[config.mk]
export PLATFORM = sky130hd
export DESIGN_NAME = cgga_fifo
export DESIGN_NICKNAME = d
export VERILOG_FILES = /design/src/hw/rtl/cgga_pkg.sv /design/src/hw/rtl/cgga_fifo.sv
export SDC_FILE = /design/constraint.sdc
export NUM_CORES = 1
export LEC_CHECK = 0
export ABC_AREA = 1
export BUFFER_PORTS_ARGS = -buffer_cell sky130_fd_sc_hd__buf_4
export CAP_MARGIN = 10
export CORE_AREA = 4 4 226 228
export CTS_CLUSTER_DIAMETER = 50
export DETAILED_ROUTE_END_ITERATION = 6
export DIE_AREA = 0 0 230 232
export PLACE_DENSITY_LB_ADDON = 0.1
export SYNTH_ARGS = -nofsm -noshare
export SYNTH_HDL_FRONTEND = slang
export SYNTH_SLANG_ARGS = --single-unit
[constraint.sdc]
create_clock -name i_clk -period 14.4 [get_ports i_clk]
set_input_delay 0 -clock i_clk [delete_from_list [all_inputs] [get_ports i_clk]]
set_output_delay 0 -clock i_clk [all_outputs]
set_load 0.02 [all_outputs]
[src/hw/rtl/cgga_pkg.sv]
// Shared types and sizes for the cell gradient accumulator.
// Used by every module under hw/rtl; depends on nothing.
package cgga_pkg;

    localparam int unsigned WORD_W     = 32;
    localparam int unsigned ACC_W      = 64;
    localparam int unsigned DIV_STEPS  = ACC_W;
    localparam int unsigned DIV_CNT_W  = $clog2(DIV_STEPS);
    localparam int unsigned FIFO_DEPTH = 2;
    localparam int unsigned FIFO_AW    = $clog2(FIFO_DEPTH);
    localparam int unsigned FIFO_CNT_W = $clog2(FIFO_DEPTH + 1);

    localparam logic [1:0] ST_OK       = 2'd0;
    localparam logic [1:0] ST_SAT      = 2'd1;
    localparam logic [1:0] ST_ZERO_VOL = 2'd2;

    typedef struct packed {
        logic signed [WORD_W-1:0] area_x;
        logic signed [WORD_W-1:0] area_y;
        logic signed [WORD_W-1:0] area_z;
        logic signed [WORD_W-1:0] face_value;
        logic                     negate;
        logic                     face_present;
        logic                     last_face;
        logic        [WORD_W-1:0] cell_volume;
    } t_in_word;

    typedef struct packed {
        logic signed [WORD_W-1:0] grad_x;
        logic signed [WORD_W-1:0] grad_y;
        logic signed [WORD_W-1:0] grad_z;
        logic        [1:0]        status;
    } t_out_word;

    // One closed cell on its way from the accumulators to the divider.
    typedef struct packed {
        logic signed [ACC_W-1:0]  sum_x;
        logic signed [ACC_W-1:0]  sum_y;
        logic signed [ACC_W-1:0]  sum_z;
        logic                     sum_sat;
        logic        [WORD_W-1:0] volume;
    } t_cell_sum;

endpackage

[src/hw/rtl/cgga_fifo.sv]
// Two-entry queue of closed cells between the front end and the divider.
// Depends on cgga_pkg.
module cgga_fifo (
    input  logic                                i_clk,
    input  logic                                i_rst_n,
    input  logic                                i_push,
    input  cgga_pkg::t_cell_sum                 i_data,
    input  logic                                i_pop,
    output cgga_pkg::t_cell_sum                 o_data,
    output logic                                o_empty,
    output logic [cgga_pkg::FIFO_CNT_W-1:0]     o_count
);

    localparam logic [cgga_pkg::FIFO_CNT_W-1:0] CNT_FULL =
        cgga_pkg::FIFO_CNT_W'(cgga_pkg::FIFO_DEPTH);

    cgga_pkg::t_cell_sum                 r_mem [cgga_pkg::FIFO_DEPTH];
    logic [cgga_pkg::FIFO_AW-1:0]        r_wr_ptr;
    logic [cgga_pkg::FIFO_AW-1:0]        r_rd_ptr;
    logic [cgga_pkg::FIFO_CNT_W-1:0]     r_count;

    assign o_data  = r_mem[r_rd_ptr];
    assign o_empty = (r_count == '0);
    assign o_count = r_count;

    always_ff @(posedge i_clk) begin
        if (i_push) begin
            r_mem[r_wr_ptr] <= i_data;
        end
    end

    always_ff @(posedge i_clk) begin
        if (!i_rst_n) begin
            r_wr_ptr <= '0;
            r_rd_ptr <= '0;
            r_count  <= '0;
        end else begin
            if (i_push) begin
                r_wr_ptr <= r_wr_ptr + 1'b1;
            end
            if (i_pop) begin
                r_rd_ptr <= r_rd_ptr + 1'b1;
            end
            if (i_push && !i_pop) begin
                r_count <= r_count + 1'b1;
            end else if (!i_push && i_pop) begin
                r_count <= r_count - 1'b1;
            end
        end
    end

    a_no_underflow: assert property (@(posedge i_clk) disable iff (!i_rst_n)
        i_pop |-> r_count != '0)
        else $error("queue popped while empty");

    a_no_overflow: assert property (@(posedge i_clk) disable iff (!i_rst_n)
        i_push && !i_pop |-> r_count != CNT_FULL)
        else $error("queue pushed while full");

    a_count_grows: assert property (@(posedge i_clk) disable iff (!i_rst_n)
        i_push && !i_pop |=> r_count == $past(r_count) + 1'b1)
        else $error("queue count did not follow a push");

endmodule

==> impl_results.md <==
- Total GRT Usage: 15.2%
- Ys async rst share: 0%
- Final min period: 4.31 ns
- Setup TNS: 0 ns
- Clk pwr share: 39.1%
- Die Y: 232 µm
- Core Area: 48800 µm²
- Largest net degree at the start of global routing: 119
- Comb power frac: 13.5%
- Sw Ratio: 22.5%
- Initial DRT Pass Iterations: 4
- Post-CTS Setup Bufs: 0
- Row count: 81
- Die footprint: 53400 µm²
- Top cells by area, synth: edfxtp_1 (79%), mux2_4 (13%), mux2_2 (4.9%), buf_6 (1.2%), dfxtp_1 (0.59%)
- Seq pwr share: 47.3%
- Cts bufs inserted: 53
- Nets: 1690
- 1st-iter DRT viols: 359
- Worst-margin pin slew: 1.01 ns
- Top-count cell post-synth: edfxtp_1
- Switching pwr: 0.742 mW
- H-tree level count: 2
- Clock skew: 0.0153 ns
- Final Max Slew Viols: 0
- Yosys reg bits: 455
- Critical path class: reg -> out
- Post-DP HPWL: 28800 µm
- Worst path arrival time: 4.31 ns
- Most used DFF post-synth: edfxtp_1
- Post-synth EDFFs: 450
- Routed Antenna Nets: 0
- Die width: 230 µm
- Register area share after synthesis: 79.7%
- Crit-path max FO: 49
- Pint: 2.55 mW
- Cts repair resizes: 0
- Initial core utilization: 34.9%
- VDD IR max: 0.0860 mV
- Layout cells sized above 1: 51.2%
- Startpoint types: flop
- Synthesis-to-finish area growth: 47.4%
- Tot Pwr: 3.29 mW
- Ports: 457
- Post-synthesis net count: 964
- Slew HR: 32.8%
- Max Cap Viol: 0
- Sum of routed wire length over all layers: 42200 µm
- WL per Instance: 19.5 µm
- Global-route wire length before repair: 61900 µm
- Overflow after GRT: 0
- Hold-fix buffers at CTS: 230
- HP Class: in -> reg
- TritonCTS clock tree: done
- Cell Pwr Density: 131 nW/µm²
- Hold_ws: 0.148 ns
- Lkg Pwr: 9.79 nW
- Cell taking the most area after synthesis: edfxtp_1
- Vias: 9345
- Synth Area per Inst: 23.3 µm²
- PortBufs: 456
- Final hold violations: 0
- Commonest cells post-synth: edfxtp_1 (450), mux2_4 (150), mux2_2 (75), buf_6 (18)
- Placer Congestion: 0.736
- Synth warn: 0
- Final period util: 29.9%
- CTS Sinks: 455
- Worst Setup End Kind: primary output
- Clk_lat worst skew: 0.58 ns
- Clock root buffer: clkbuf_16
- Synthesized area: 17100 µm²
- Max Freq: 232 MHz
- DRC violations left: 0
- Status: finished, final reports clean
- Initial antenna violation count: 3
- Synth cell types: 14
- Top cell type's share of synthesized area: 79.2%
- Final setup viols: 0
- Via-to-Cell Ratio: 4.32
- Clk buf depth: 3
- Number of global-route vias before repair: 10300
- Post-synthesis cell count: 734
- CTS clk-pin slew, worst paths: 0.06 ns
- Critical Path RT: 14.40 ns
- RSZ-0062 raised after global routing: false
registers in the layout, indices dropped and copies added, names as in the netlist, named ones only:
name	flops
r_rd_ptr	1
o_count	2
r_wr_ptr	1
r_mem	450
power by group through the flow:
stage / logic [mW] / clock network [mW] / registers (mW)
finish: 0.446 / 1.29 / 1.56
global route: 0.473 / 1.39 / 1.56
CTS: 0.454 / 1.33 / 1.56
detailed placement: 0.397 / 0 / 1.59
global placement: 0.394 / 0 / 1.59
floorplan: 0.221 / 0 / 1.60
path summary, 6_finish.rpt:
kind	to	slack, ns	depth (start not counted)	start
worst max-delay path	o_data[23]	10.09	5	flop
worst min register to register	flop	0.52	3	r_rd_ptr
worst min-delay path	r_mem[0][30]	0.15	2	i_data[30]
worst max register to register	r_mem[1][69]	11.28	4	r_wr_ptr
logic make-up after synthesis:
kind of cell	Yosys count	synth area share (%)
AOI/OAI and AO/OA	2	0.0586
adders and majority gates	1	0.0733
buffers and inverters	33	1.57
DFF	455	79.7
muxes	225	18.1
and+or+nand+nor	18	0.418
routing by layer:
layer | track usage, % | up-vias | wire length [µm]
met2 | 26.3 | 296 | 21500
met3 | 5.30 | 59 | 3140
met4 | 4.22 | 4 | 836
met5 | 0 | - | 27
li1 | - | 4368 | -
met1 | 18.1 | 4618 | 16700
critical path, stage by stage (launching register included):
cell and delay [ns]:
dfxtp_4 0.76, buf_4 0.77, buf_4 0.73, buf_4 0.79, mux2_2 0.42, buf_4 0.16
area by class of cell:
type / instances / area, µm²
timing repair buffer: 696 / 5800
sequential: 455 / 13600
clock inverter: 26 / 263
antenna: 1 / 2.50
fill: 4142 / 23700
multi-input combinational: 246 / 3200
clock buffer: 66 / 1420
inverter: 8 / 37.5
tap: 664 / 831
cell usage in the layout, fill, tap and decap left out:
cell type      netlist  layout
diode_2              0       1
clkbuf_16            0      55
dlygate4sd3_1        0     230
a21oi_1              1       1
nor2_1               8       7
nand3_1              1       1
inv_6                0       2
clkinv_1             0       9
mux2_4             150     150
clkinv_2             0       7
edfxtp_1           450     450
ha_1                 1       1
clkbuf_1             0      11
nand2_1              8       8
buf_4                0     466
inv_8                0       2
clkinvlp_4           0       2
dfxtp_4              0       1
mux2_2              75      75
o21ai_0              1       1
dfxtp_1              5       4
inv_1                8       7
nor2_4               0       1
nand4_1              1       1
bufinv_16            0       5
metrics by stage:
stage	worst slack (ns)	util (%)	area, µm²	cells
2_1_floorplan	3.95	-	17100	734
6_report	10.09	51.5	25200	2162
5_1_grt	9.84	51.5	25200	2162
3_5_place_dp	10.62	43.4	21200	1839
4_1_cts	9.96	51.5	25200	2161
3_3_place_gp	10.65	43.4	21200	1839
(Power assumes the default switching activity.)
